### src/sv/e820_pkg.sv
// ============================================================================
// e820_pkg
// Shared types, class codes and the UEFI type to E820 class mapping.
// ============================================================================
`default_nettype none

package e820_pkg;

  // E820 class codes
  localparam logic [2:0] CLS_NONE     = 3'd0;
  localparam logic [2:0] CLS_RAM      = 3'd1;
  localparam logic [2:0] CLS_RESERVED = 3'd2;
  localparam logic [2:0] CLS_ACPI     = 3'd3;
  localparam logic [2:0] CLS_NVS      = 3'd4;
  localparam logic [2:0] CLS_UNUSABLE = 3'd5;

  // Page size shift (4 KiB pages)
  localparam int PAGE_SHIFT = 12;

  // Width of the entry total field
  localparam int TOTAL_W = 6;

  // One table entry as held in the table memory
  typedef struct packed {
    logic [63:0] addr;
    logic [63:0] len;
    logic [2:0]  cls;
  } e820_entry_t;

  // One result of the finish run
  typedef struct packed {
    e820_entry_t          entry;
    logic [TOTAL_W-1:0]   total;
    logic                 last;
    logic                 empty;
  } e820_res_t;

  // UEFI memory type to E820 class; CLS_NONE means skip
  function automatic logic [2:0] e820_class(input logic [31:0] mem_type);
    logic [2:0] cls;
    cls = CLS_NONE;
    unique case (mem_type)
      32'd0, 32'd11, 32'd12, 32'd13:                 cls = CLS_RESERVED;
      32'd1, 32'd2, 32'd3, 32'd4, 32'd5, 32'd6, 32'd7,
      32'd14:                                        cls = CLS_RAM;
      32'd8:                                         cls = CLS_UNUSABLE;
      32'd9:                                         cls = CLS_ACPI;
      32'd10:                                        cls = CLS_NVS;
      default:                                       cls = CLS_NONE;
    endcase
    return cls;
  endfunction

endpackage

`default_nettype wire

### src/sv/e820_mem.sv
// ============================================================================
// e820_mem
// Entry table: one write port, one read port, registered read data.
// ============================================================================
`default_nettype none

module e820_mem
  import e820_pkg::*;
#(
  parameter int DEPTH = 32,
  parameter int AW    = 5
) (
  input  wire logic        clk,
  input  wire logic        we,
  input  wire logic [AW-1:0] waddr,
  input  wire e820_entry_t wdata,
  input  wire logic [AW-1:0] raddr,
  output e820_entry_t      rdata
);

  e820_entry_t mem [DEPTH];
  e820_entry_t rdata_r;

  // write port
  always_ff @(posedge clk) begin
    if (we) begin
      mem[waddr] <= wdata;
    end
  end

  // read port, registered
  always_ff @(posedge clk) begin
    rdata_r <= mem[raddr];
  end

  assign rdata = rdata_r;

endmodule

`default_nettype wire

### config.mk
export PLATFORM = sky130hd
export DESIGN_NAME = e820_mem
export DESIGN_NICKNAME = d
export VERILOG_FILES = /design/src/sv/e820_pkg.sv /design/src/sv/e820_mem.sv
export SDC_FILE = /design/constraint.sdc
export NUM_CORES = 2
export LEC_CHECK = 0
export ABC_AREA = 0
export BUFFER_PORTS_ARGS = -buffer_cell sky130_fd_sc_hd__buf_2
export CAP_MARGIN = 20
export CELL_PAD_IN_SITES_DETAIL_PLACEMENT = 1
export CELL_PAD_IN_SITES_GLOBAL_PLACEMENT = 1
export CORE_ASPECT_RATIO = 1.5
export CORE_MARGIN = 1.5
export CORE_UTILIZATION = 60
export DETAILED_ROUTE_END_ITERATION = 10
export PLACE_DENSITY_LB_ADDON = 0.1
export RECOVER_POWER = 100
export SETUP_SLACK_MARGIN = 0.2
export SKIP_LAST_GASP = 1
export SLEW_MARGIN = 20
export SYNTH_ARGS = -nofsm -noshare
export SYNTH_HDL_FRONTEND = slang
export SYNTH_MEMORY_MAX_BITS = 65536
export SYNTH_SLANG_ARGS = --single-unit
export TNS_END_PERCENT = 1
### constraint.sdc
create_clock -name clk -period 14.9 [get_ports clk]
set_input_delay 2.98 -clock clk [delete_from_list [all_inputs] [get_ports clk]]
set_output_delay 2.98 -clock clk [all_outputs]
set_load 0.02 [all_outputs]
# After elaboration in Yosys (flattened, before gate mapping)
# Memories as Yosys holds them, arrays and structs flattened. A register that Yosys moved wholly into a read port is not among the register bits.
# Cells that the tools add are included.
[classes] n_mux=2
[op_table] cell="$mux 1" n=2
[totals] regBits=0 ramBits=4192 in_bits=143 output_inout_bits=131 wordCells=3 n_memories=1
[memory_table] name="mem" words=32 word_bits=131 rd=1 rd_clocked_by_memory_dff=1 write_ports=1 line="e820_mem.sv:21" rtl="e820_entry_t mem [DEPTH];"

# Longest topological paths before layout
[logic_depth] word_depth=2 ltp_mapped=9 mapped_depth_nobuf=4

# Least setup slack after synthesis
# OpenSTA, ideal clock, no wires.
[synth_path] path_type="in2reg" from="input waddr[1]" to="memory mem[12][0] (netlist name) (enable)" setup_ns=0.623 arrival_time_ns=9.085 required_time_ns=14.277 slack_ns=5.191 cell_stages=3 cell_sequence="or3b_2 > clkbuf_1 > nor2_1"
[synth_lines] item="start, declared" line="e820_mem.sv:15" rtl="input wire logic [AW-1:0] waddr,"
[synth_lines] item="end, declared" line="e820_mem.sv:21"
# No word-level cell before the write port.

# Final worst setup path
[layout_path] from="input waddr[0]" to="memory mem[26][34] (netlist name) (enable)"
# No word-level cell before the write port.

==> reports/summary.json <==
{
  "sta": {
    "timing.slew.headroom_pct": -474,
    "tightestPinTransition_ns": 8.60,
    "rsz0062_at_grt": "no",
    "clock-skew-final_ns": 0.0288,
    "final-max-slew-violation-count": 3329,
    "fmax_ghz": 0.0955,
    "final_report_setup_violation_count": 0,
    "period_share_pct": 70.3,
    "finalWorstPathRequiredPeriod_ns": 10.47,
    "final-hold-violation-count": 0,
    "totalNegativeSetupSlack_ns": 0
  },
  "clock_network": {
    "clock_sinks": 4323,
    "clock-root-buffer": "clkbuf_16",
    "tritoncts_clock_tree": "built",
    "cts-buffers-inserted": 384,
    "cts-resized-gates": 0,
    "cts_hold_buf": 0,
    "clock_path_buffers": 4,
    "worst_skew_pair.late_latency_ns": 0.91,
    "cts_setup_buffers": 0,
    "htree_levels": 5,
    "clkTransAtPathRegs_ns": 0.07
  },
  "pwr": {
    "sequential_fraction_of_design_power_pct": 55.1,
    "total_switching_power_uw": 5180,
    "report.power.total_uw": 24700,
    "internal_power_uw": 19600,
    "p_comb_share_pct": 4.5,
    "pwr-share-clk_pct": 40.5,
    "power.leakage_uw": 0.0546,
    "sw_frac_of_total_pct": 20.9,
    "power_per_cell_area_nw_per_um2": 140,
    "power.ir.vdd_worst_mv": 0.118
  },
  "final_layout": {
    "post_layout_nonfiller_instances": 11003,
    "area_growth_syn_to_layout_pct": 10.9,
    "layout_nets": 7316,
    "fill_cells": 20168,
    "layout.core_utilization_pct": 66.9,
    "layout.cell_area.non_filler_um2": 177000,
    "layout-drive-gt1-share_pct": 21.2
  },
  "logic_synthesis": {
    "netlist.top_cell.by_area": "edfxtp_1",
    "syn_area_um2": 159000,
    "synth_top_area_share_pct": 79.1,
    "async_flop_share_pct": 0,
    "yosys-top-cells-count": "edfxtp_1 (4192), mux4_2 (920), o22ai_1 (396)",
    "syn-mean-instance-area_um2": 23.7,
    "netlist_top_cells_area": "edfxtp_1 (79%), mux4_2 (13%), dfxtp_1 (1.6%)",
    "sequential_share_of_the_synthesized_area_pct": 80.7,
    "number_of_enable_flip_flop_cells_after_synthesis": 4192,
    "number_of_warnings_reported_in_the_yosys_synthesis_log": 0,
    "syn_nets": 6860,
    "synth_most_common_cell": "edfxtp_1",
    "ys_seq_elements": 4323,
    "post_synth_num_cell_types": 28,
    "synthCells": 6717,
    "synth_flop_cell": "edfxtp_1"
  },
  "floorplan": {
    "fp.dieH_um": 634,
    "die_area_um2": 268000,
    "core_area_um2": 264000,
    "io_pins": 274,
    "core.rowCount": 231,
    "floorplan.initialDensity_pct": 60.3,
    "fp.dieW_um": 424
  },
  "setup_path": {
    "r2r-start": "mem[20][74]$_DFFE_PP_",
    "timing.setup.critical_path_class": "primary input to register",
    "worst_setup_path_startpoint": "waddr[0]",
    "worst-r2r-cell-count": 3,
    "timing.critical_path.from_type": "primary input",
    "cp_data_required_time_ns": 15.42,
    "reg2reg_setup_slack_ns": 12.81,
    "critical_path.endpoint_type": "register",
    "arr_time_crit_path_ns": 11.00,
    "worstPathMaxFanout": 33,
    "timing.rr.end": "rdata[74]$_DFF_P_"
  },
  "grt": {
    "first_pass_grt_wire_length_um": 606000,
    "grt_start_max_net_pins": 147,
    "grt_remaining_overflow": 0,
    "grt_antenna_before_repair": 54,
    "grt.total_usage_pct": 32.5,
    "grt_pass1_vias": 80763
  },
  "detailed_routing": {
    "avgRoutedWirePerCell_um": 39.3,
    "routed-via-count": 76815,
    "detailedRoute.firstPassIterationCount": 6,
    "route.detailed.drc": 0,
    "wl_um": 433000,
    "vias_per_cell": 6.98,
    "final_ant_viol_nets": 0,
    "first_iter_violations": 9914
  },
  "worst_hold_path": {
    "min_from": "mem[30][101]$_DFFE_PP_",
    "hold_path.class": "register to register",
    "worstHoldPathCells": 3,
    "destination_of_the_worst_hold_path": "rdata[101]$_DFF_P_"
  },
  "placement": {
    "io_buffer_count": 273,
    "dp.cells": 10279,
    "dp.final_hpwl_um": 209000,
    "placed_cell_area_um2": 165000,
    "finalWeightedCongestion": 0.743
  },
  "status": {
    "outcome": "finished, violations left",
    "violations_in_the_final_reports": "max-capacitance violations, max-slew violations"
  },
  "job": {
    "cap_viol_max_count": 98
  }
}
-- routing by layer --
layer	global-route usage [%]	part of all wire, %
met2	53.7	50
met5	0	0.056
met1	43.9	36
met3	6.70	9.9
met4	10.9	3.5
-- power groups by stage --
stage          clock network [uW]  logic (uW)  registers [uW]
3_3_place_gp                    0        1090           13800
2_1_floorplan                   0         593           13900
4_1_cts                     10100        1140           13600
6_report                    10000        1110           13600
3_5_place_dp                    0        1130           13900
5_1_grt                     10500        1170           13600
-- per-stage QoR --
| stage | hold slack, ns | worst slack [ns] |
|---|---|---|
| finish | 0.683 | 4.43 |
| floorplan | 0.647 | 5.19 |
| global placement | 0.661 | 7.72 |
| global route | 0.742 | 4.36 |
| detailed placement | 0.677 | 7.58 |
| CTS | 0.692 | 8.51 |
-- layout by cell type (no fill, tap or decap), drive strengths merged, types with 37 or more instances in the layout --
cell type / n
buf: 87
bufinv: 38
clkbuf: 847
nor4: 99
dfxtp: 131
nand3: 67
edfxtp: 4192
a22oi: 192
clkinv: 145
o22ai: 396
mux4: 920
nor2: 37
mux2i: 256
-- cell type report --
cell class / instances / area (um^2) / share of cell area (%)
clock inverter: 212 / 2070 / 1.17
timing repair buffer: 440 / 2290 / 1.30
antenna: 15 / 37.5 / 0.0213
tap: 3495 / 4370 / 2.48
clock buffer: 494 / 10500 / 5.94
multi-input combinational: 2024 / 28800 / 16.3
sequential: 4323 / 129000 / 72.8
-- critical path, stage by stage --
cell and delay (ns):
clkbuf_1 0.11, nand3b_1 0.19, clkbuf_1 0.28, nor2_1 2.45, clkbuf_1 1.73, clkbuf_1 2.21
buf_4 0.92
-- flip-flops by register name (all words and copies together), names as in the netlist --
register and count:
mem 4192, rdata 131
-- how the worst max path moves through the flow --
stage | to | depth (start not counted)
6_report | mem[26][34]$_DFFE_PP_ | 7
2_1_floorplan | mem[12][0]$_DFFE_PP_ | 3
5_1_grt | rdata[118]$_DFF_P_ | 8
3_5_place_dp | rdata[18]$_DFF_P_ | 7
4_1_cts | rdata[102]$_DFF_P_ | 7
3_3_place_gp | rdata[101]$_DFF_P_ | 7
-- cells by family (layout without fill, tap and decap cells) --
group           count (synthesis)  in the layout  synth area share [%]
other cells                     0             15                     0
flops                        4323           4323                  80.7
buf+inv                       370           1146                  1.26
simple gates                  260            260                 0.924
compound gates                588            588                  2.46
mux                          1176           1176                  14.6
(Power assumes the default switching activity.)
