**config.mk**
```make
export PLATFORM = sky130hd
export DESIGN_NAME = e820_sort
export DESIGN_NICKNAME = d
export VERILOG_FILES = /design/src/sv/e820_pkg.sv /design/src/sv/e820_sort.sv
export SDC_FILE = /design/constraint.sdc
export NUM_CORES = 1
export LEC_CHECK = 0
export ABC_AREA = 1
export BUFFER_PORTS_ARGS = -buffer_cell sky130_fd_sc_hd__buf_4
export CELL_PAD_IN_SITES_DETAIL_PLACEMENT = 0
export CELL_PAD_IN_SITES_GLOBAL_PLACEMENT = 1
export CORE_AREA = 10 10 171 173
export CTS_BUF_LIST = sky130_fd_sc_hd__clkbuf_2
export DETAILED_ROUTE_END_ITERATION = 16
export DIE_AREA = 0 0 181 183
export PLACE_DENSITY = 0.84
export SLEW_MARGIN = 15
export SYNTH_ARGS = -nofsm -noshare
export SYNTH_HDL_FRONTEND = slang
export SYNTH_SLANG_ARGS = --single-unit
```
**constraint.sdc**
```tcl
create_clock -name clk -period 13.1 [get_ports clk]
set_input_delay 3.93 -clock clk [delete_from_list [all_inputs] [get_ports clk]]
set_output_delay 3.93 -clock clk [all_outputs]
set_load 0.01 [all_outputs]
```
**src/sv/e820_pkg.sv**
```systemverilog
// ============================================================================
// e820_pkg
// Shared types, class codes and the UEFI type to E820 class mapping.
// ============================================================================
`default_nettype none

package e820_pkg;

  // E820 class codes
  localparam logic [2:0] CLS_NONE     = 3'd0;
  localparam logic [2:0] CLS_RAM      = 3'd1;
  localparam logic [2:0] CLS_RESERVED = 3'd2;
  localparam logic [2:0] CLS_ACPI     = 3'd3;
  localparam logic [2:0] CLS_NVS      = 3'd4;
  localparam logic [2:0] CLS_UNUSABLE = 3'd5;

  // Page size shift (4 KiB pages)
  localparam int PAGE_SHIFT = 12;

  // Width of the entry total field
  localparam int TOTAL_W = 6;

  // One table entry as held in the table memory
  typedef struct packed {
    logic [63:0] addr;
    logic [63:0] len;
    logic [2:0]  cls;
  } e820_entry_t;

  // One result of the finish run
  typedef struct packed {
    e820_entry_t          entry;
    logic [TOTAL_W-1:0]   total;
    logic                 last;
    logic                 empty;
  } e820_res_t;

  // UEFI memory type to E820 class; CLS_NONE means skip
  function automatic logic [2:0] e820_class(input logic [31:0] mem_type);
    logic [2:0] cls;
    cls = CLS_NONE;
    unique case (mem_type)
      32'd0, 32'd11, 32'd12, 32'd13:                 cls = CLS_RESERVED;
      32'd1, 32'd2, 32'd3, 32'd4, 32'd5, 32'd6, 32'd7,
      32'd14:                                        cls = CLS_RAM;
      32'd8:                                         cls = CLS_UNUSABLE;
      32'd9:                                         cls = CLS_ACPI;
      32'd10:                                        cls = CLS_NVS;
      default:                                       cls = CLS_NONE;
    endcase
    return cls;
  endfunction

endpackage

`default_nettype wire

```
**src/sv/e820_sort.sv**
```systemverilog
// ============================================================================
// e820_sort
// Finish sequencer: exchange sort over the table memory, emitting each entry
// as soon as its slot is settled, then requesting a table clear.
// ============================================================================
`default_nettype none

module e820_sort
  import e820_pkg::*;
#(
  parameter int AW = 5,
  parameter int CW = 6
) (
  input  wire logic          clk,
  input  wire logic          rst_n,
  input  wire logic          go,
  input  wire logic [CW-1:0] count,
  output logic               busy,
  output logic               we,
  output logic [AW-1:0]      waddr,
  output e820_entry_t        wdata,
  output logic [AW-1:0]      raddr,
  input  wire e820_entry_t   rdata,
  output logic               res_valid,
  output e820_res_t          res,
  output logic               clr
);

  localparam logic [2:0] ST_IDLE = 3'd0;
  localparam logic [2:0] ST_RD_I = 3'd1;
  localparam logic [2:0] ST_LD_I = 3'd2;
  localparam logic [2:0] ST_CMP  = 3'd3;
  localparam logic [2:0] ST_EMIT = 3'd4;

  logic [2:0]    state_r, state_nxt;
  logic [CW-1:0] i_r, i_nxt;
  logic [CW-1:0] j_r, j_nxt;
  logic [CW-1:0] n_r, n_nxt;
  logic          empty_r, empty_nxt;
  e820_entry_t   cur_r, cur_nxt;
  logic [CW-1:0] i_inc, j_inc;
  logic          is_last;

  assign i_inc   = i_r + 1'b1;
  assign j_inc   = j_r + 1'b1;
  assign is_last = empty_r || (i_inc == n_r);

  // sequencer
  always_comb begin
    state_nxt = state_r;
    i_nxt     = i_r;
    j_nxt     = j_r;
    n_nxt     = n_r;
    empty_nxt = empty_r;
    cur_nxt   = cur_r;
    we        = 1'b0;
    waddr     = j_r[AW-1:0];
    wdata     = cur_r;
    raddr     = i_r[AW-1:0];
    clr       = 1'b0;
    unique case (state_r)
      ST_IDLE: begin
        if (go) begin
          n_nxt     = count;
          i_nxt     = '0;
          empty_nxt = (count == '0);
          cur_nxt   = '0;
          state_nxt = (count == '0) ? ST_EMIT : ST_RD_I;
        end
      end
      ST_RD_I: begin
        raddr     = i_r[AW-1:0];
        state_nxt = ST_LD_I;
      end
      ST_LD_I: begin
        // hold a[i]; start streaming a[i+1..n-1]
        cur_nxt   = rdata;
        j_nxt     = i_inc;
        raddr     = i_inc[AW-1:0];
        state_nxt = (i_inc < n_r) ? ST_CMP : ST_EMIT;
      end
      ST_CMP: begin
        raddr = j_inc[AW-1:0];
        // swap only on strictly greater address
        if (cur_r.addr > rdata.addr) begin
          we      = 1'b1;
          waddr   = j_r[AW-1:0];
          wdata   = cur_r;
          cur_nxt = rdata;
        end
        if (j_inc < n_r) begin
          j_nxt = j_inc;
        end else begin
          state_nxt = ST_EMIT;
        end
      end
      ST_EMIT: begin
        if (is_last) begin
          clr       = 1'b1;
          state_nxt = ST_IDLE;
        end else begin
          i_nxt     = i_inc;
          state_nxt = ST_RD_I;
        end
      end
      default: begin
        state_nxt = ST_IDLE;
      end
    endcase
  end

  // control state
  always_ff @(posedge clk) begin
    if (!rst_n) begin
      state_r <= ST_IDLE;
      i_r     <= '0;
      empty_r <= 1'b0;
    end else begin
      state_r <= state_nxt;
      i_r     <= i_nxt;
      empty_r <= empty_nxt;
    end
  end

  // datapath
  always_ff @(posedge clk) begin
    j_r   <= j_nxt;
    n_r   <= n_nxt;
    cur_r <= cur_nxt;
  end

  assign busy      = (state_r != ST_IDLE);
  assign res_valid = (state_r == ST_EMIT);

  always_comb begin
    res.entry = cur_r;
    res.total = TOTAL_W'(n_r);
    res.last  = is_last;
    res.empty = empty_r;
  end

endmodule

`default_nettype wire

```
### After elaboration in Yosys (flattened, before gate mapping)

Index checks and enable logic that the tools add are counted.

| storage, ports and cells | value |
|---|---|
| register bits | 153 |
| input bits | 140 |
| output and inout bits | 284 |
| logic and storage cells | 54 |

| cells by class | value |
|---|---|
| $add $sub $neg | 2 |
| $lt $le $gt $ge | 3 |
| equal/unequal tests | 10 |
| muxes and demuxes | 19 |
| reduce and logical (&&, ||, !) cells | 12 |

Operators by type and width:

| kind | count |
|---|---|
| one-hot mux 131 bit (3 select lines) | 1 |
| two-way mux 131 bit | 2 |
| > comparator 64 bit | 1 |
| one-hot mux 6 bit (2 select lines) | 2 |
| two-way mux 6 bit | 3 |
| one-hot mux 3 bit (5 select lines) | 1 |
| adder 6 x 1 -> 6 bit, second input constant | 2 |
| less-than comparator 6 bit | 2 |
| two-way mux 3 bit | 4 |
| != test 2 bit, second input constant | 5 |
| one-hot mux 5 bit (2 select lines) | 1 |
| equality test 3 x 2 -> 1 bit, second input constant | 2 |
| equality test 6 bit | 1 |
| logical NOT 6 bit | 1 |
| AND reduction 2 bit | 3 |
| AND reduction 3 bit | 2 |
| nonzero test 3 bit | 2 |
| two-way mux 1 bit | 5 |
| nonzero test 2 bit | 2 |
| equality test 3 x 1 -> 1 bit, second input constant | 1 |
| equality test 3 bit, second input constant | 1 |
| logical NOT 3 bit | 1 |
| logical OR 1 bit | 1 |

### Depth between registers and ports, before layout

| logic depth | value |
|---|---|
| word-level depth | 5 |
| mapped depth | 17 |
| mapped depth without buffers | 17 |

### Least setup slack after synthesis

OpenSTA, ideal clock, no wires.

| path | value |
|---|---|
| kind | input to register |
| from | input port rdata[122] (netlist name) |
| to | register cur_r (netlist bit res[100]), enable pin |
| library setup time | 665 ps |
| arrival time | 11,253 ps |
| data required time | 12,435 ps |
| setup slack | 1,182 ps |
| cell stages on the path | 10 |
| buffers on the path | 0 |
| cells stage by stage | inv_1 -> ha_1 -> nand2_1 -> nor4_1 -> nand2_1 -> nor2_1 -> nand2_1 -> nand2_1 -> nand2_1 -> a21oi_1 |

| on the way | value |
|---|---|
| cells in the longest elaborated chain, start to end | 3 |

Ends and longest elaborated chain:

| what | line | source |
|---|---|---|
| start: declaration | e820_sort.sv:23 | `input wire e820_entry_t rdata,` |
| > comparator 64 bit | e820_sort.sv:85 | `if (cur_r.addr > rdata.addr) begin` |
| != test 2 bit (no line) | - |  |
| AND reduction 3 bit (no line) | - |  |
| end signal: assignment | e820_sort.sv:129 | `cur_r <= cur_nxt;` |
| end: declaration | e820_sort.sv:40 | `e820_entry_t cur_r, cur_nxt;` |

No other way between the ends.
A chain may end at the register's enable or synchronous reset.

### Worst setup path after layout

| path | value |
|---|---|
| from | input port rdata[122] (netlist name) |
| to | output port we |

| on the way | value |
|---|---|
| cells in the longest elaborated chain, start to end | 3 |

Ends and longest elaborated chain:

| what | line | source |
|---|---|---|
| > comparator 64 bit | e820_sort.sv:85 |  |
| two-way mux 1 bit | e820_sort.sv:85 |  |
| two-way mux 1 bit | e820_sort.sv:61 | `unique case (state_r)` |
| end: declaration | e820_sort.sv:19 | `output logic we,` |

No other way between the ends.

==> impl_metrics.csv <==
group,metric,value,unit
hold_path,hp-class,"reg -> reg",
worst_setup_path,worst_path_max_delay_cell,"ha_1",
drt,ant_nets,0,
logic_synthesis,synthTopCellsByCount,"inv_1 (171), nor2_1 (160), edfxtp_1 (143)",
floorplanning,fp.coreArea,25800,um2
floorplanning,rows,59,
logic_synthesis,synthArstFlopShare,0,
logic_synthesis,ys.flop_type,"edfxtp_1",
placement,pre_cts_ws,3.49,ns
power_and_ir_drop,power_density,250,nW/um2
timing,setup_tns,0,ns
worst_setup_path,r2r_slack,9.79,ns
drt,drt_iter0_drc,397,
status,status,"finished clean",
power_and_ir_drop,power_frac_comb,0.524,
cts,holdBufCountCts,0,
finish,seq_area,4490,um2
cts,cts_resized,0,
drt,num_vias,6781,
logic_synthesis,ys_warn_count,0,
power_and_ir_drop,vdd_drop_max,0.000151,V
cts,clk_pin_slew,0.26,ns
power_and_ir_drop,seq_power_share,0.373,
finish,drive_gt1_frac,0.383,
timing,clock_skew,0.0527,ns
logic_synthesis,postSynthCellCount,929,
drt,wl,27900,um
timing,rsz0062_at_grt,"no",
logic_synthesis,synth.top_cell.area_share,0.483,
cts,cts_tree,"yes",
grt,grtUsageTotal,0.158,
timing,fmax,104,MHz
cts,clockBufferDepth,2,
logic_synthesis,syn-cell-area,8890,um2
worst_setup_path,slowest_delay,0.29,ns
power_and_ir_drop,p_sw_frac,0.430,
worst_setup_path,cp.arrival,5.69,ns
floorplanning,die_area,33100,um2
worst_setup_path,criticalPathCategory,"in -> out",
worst_setup_path,reg2reg_to,"res[126]",
job,drv_cap,0,
worst_setup_path,cp_max_fo,3,
timing,post-route-min-period,9.62,ns
timing,tightest_slew,1.01,ns
logic_synthesis,synth_seq_area_share,0.506,
drt,via_per_inst,4.32,
cts,clock_latency,0.73,ns
floorplanning,start_util,0.345,
power_and_ir_drop,p_total,2920,uW
placement,dp_hpwl,22900,um
finish,syn_to_final_growth,31.5,%
timing,final_hold_viol_count,0,
drt,wl_per_cell,17.7,um
logic_synthesis,synth_top_area_cell,"edfxtp_1",
worst_setup_path,endpoint_kind,"output pin",
logic_synthesis,avgSynthCellArea,9.57,um2
power_and_ir_drop,switching_power,1260,uW
logic_synthesis,synth_edf_count,143,
finish,fillCellCount,2516,
logic_synthesis,synth_area_leaders,"edfxtp_1 (48%), buf_4 (12%), ha_1 (11%), inv_1 (7.2%), nor2_1 (6.8%)",
finish,nets,1438,
timing,finalSetupViolCount,0,
power_and_ir_drop,intPower,1660,uW
worst_setup_path,path_common_cell,"nand2_1",
worst_setup_path,ff2ff_path_depth,14,
logic_synthesis,synth_seq_cells,153,
timing,slew_viol_final,0,
logic_synthesis,yosysUniqueCellTypes,32,
power_and_ir_drop,p_clk_frac,0.102,
worst_setup_path,critPathLaunch,"rdata[122]",
floorplanning,io_pins,424,
grt,grt_pass1_vias,7059,
placement,globalplace.congestion,0.831,
logic_synthesis,synth_nets,1146,
timing,fin_hold_ws,0.500,ns
cts,htreeDepth,4,
worst_setup_path,worstSetupEndpoint,"we",
cts,clk_root_buffer_cell,"clkbuf_2",
placement,port_buffers,423,
worst_setup_path,cp_cell_sequence,"buf_4 -> inv_1 -> ha_1 -> nand2_1 -> nor4_1 -> nand2_1 -> nor2_1 -> nand2_1 -> nand2_1 -> nand2_1 -> nor2_1 -> buf_4",
power_and_ir_drop,leakage,0.00607,uW
hold_path,worstHoldPathCells,2,
cts,cts_sinks,153,
drt,firstDrtPassIters,4,
floorplanning,chipWidth,181,um
finish,multi_input_area,2630,um2
grt,antenna_found_initial,1,
worst_setup_path,r2r-start,"res[86]",
logic_synthesis,yosysMostFrequentCell,"inv_1",
cts,numCtsBuffers,17,
worst_setup_path,critical_path_required,9.17,ns
drt,drc,0,
worst_setup_path,startpoint_type,"input port",
floorplanning,die_y,183,um
timing,setup_ws,3.48,ns
cts,cts_setup_buffers,0,
timing,min_period_over_period,0.735,
timing,maxSlewHeadroom,0.326,
grt,grt_max_degree,83,
grt,overflow,0,
grt,grt_pass1_wl,41300,um
==> how the worst min path moves through the flow <==
stage	start	end	slack (ns)
floorplan	empty_r	empty_r	0.45
global placement	i_r[5]	i_r[5]	0.47
detailed placement	i_r[5]	i_r[5]	0.47
CTS	i_r[5]	i_r[5]	0.50
global route	i_r[5]	i_r[5]	0.52
finish	i_r[5]	i_r[5]	0.50
==> placed cells by master, fill, tap and decap left out, types with 3 or more instances in the layout <==
cell / instances
nand2_1: 90
nand4_1: 6
xor2_1: 4
xnor2_1: 3
o21a_1: 4
dfxtp_1: 10
buf_4: 426
inv_1: 171
a211oi_1: 5
nor2_1: 160
nor3_1: 4
inv_6: 4
clkbuf_2: 18
ha_1: 77
clkinv_4: 3
nand3_1: 14
a21oi_1: 41
inv_2: 4
nor2_4: 4
o211ai_1: 4
o21ai_0: 17
edfxtp_1: 143
inv_8: 3
==> sequential cells by signal, indices dropped and copies added, names as in the netlist <==
signal	flops
res	131
empty_r	1
i_r	6
j_r	6
n_r	6
state_r	3
==> power groups by stage <==
stage                     combinational, uW  clock [uW]  sequential (uW)
after floorplan                         853           0             1200
after global placement                 1550           0             1100
after detailed placement               1560           0             1110
after CTS                              1570         315             1100
after global routing                   1680         333             1120
final                                  1530         299             1090
==> layer usage <==
metal | global-route usage | vias to the layer above | wire, um
met5 | 0 | - | 0
met2 | 0.283 | 208 | 14600
met3 | 0.0433 | 7 | 1630
met1 | 0.188 | 3150 | 11500
li1 | - | 3416 | -
met4 | 0.0286 | 0 | 155
==> stage by stage <==
step | area [um2] | util | instances
floorplan | 8890 | - | 929
global placement | 11400 | 0.443 | 1537
detailed placement | 11400 | 0.443 | 1537
CTS | 11700 | 0.453 | 1569
global route | 11700 | 0.454 | 1571
finish | 11700 | 0.454 | 1571
==> worst max-delay path: cells and delay by family <==
| kind | cells | cell delay (ns) |
|---|---|---|
| and+or+nand+nor | 8 | 1.18 |
| adders and majority gates | 1 | 0.29 |
| buffers and inverters | 3 | 0.28 |
==> logic make-up after synthesis <==
group / Yosys count / synth area share
buffers and inverters: 330 / 0.199
AND/OR/NAND/NOR: 284 / 0.131
flip-flops: 153 / 0.506
AO/OA/AOI/OAI: 78 / 0.0493
adder cells (fa/ha/maj): 77 / 0.108
XOR/XNOR: 7 / 0.00690
==> final cells by class <==
type	count	area share
diodes	2	0.000428
clock buffers	18	0.00771
clock inverters	14	0.0153
inverters	177	0.0573
multi-input cells	446	0.225
flip-flops and latches	153	0.385
well taps	335	0.0359
repair buffers	426	0.274
Note: power is estimated with default switching activity, not from simulation.
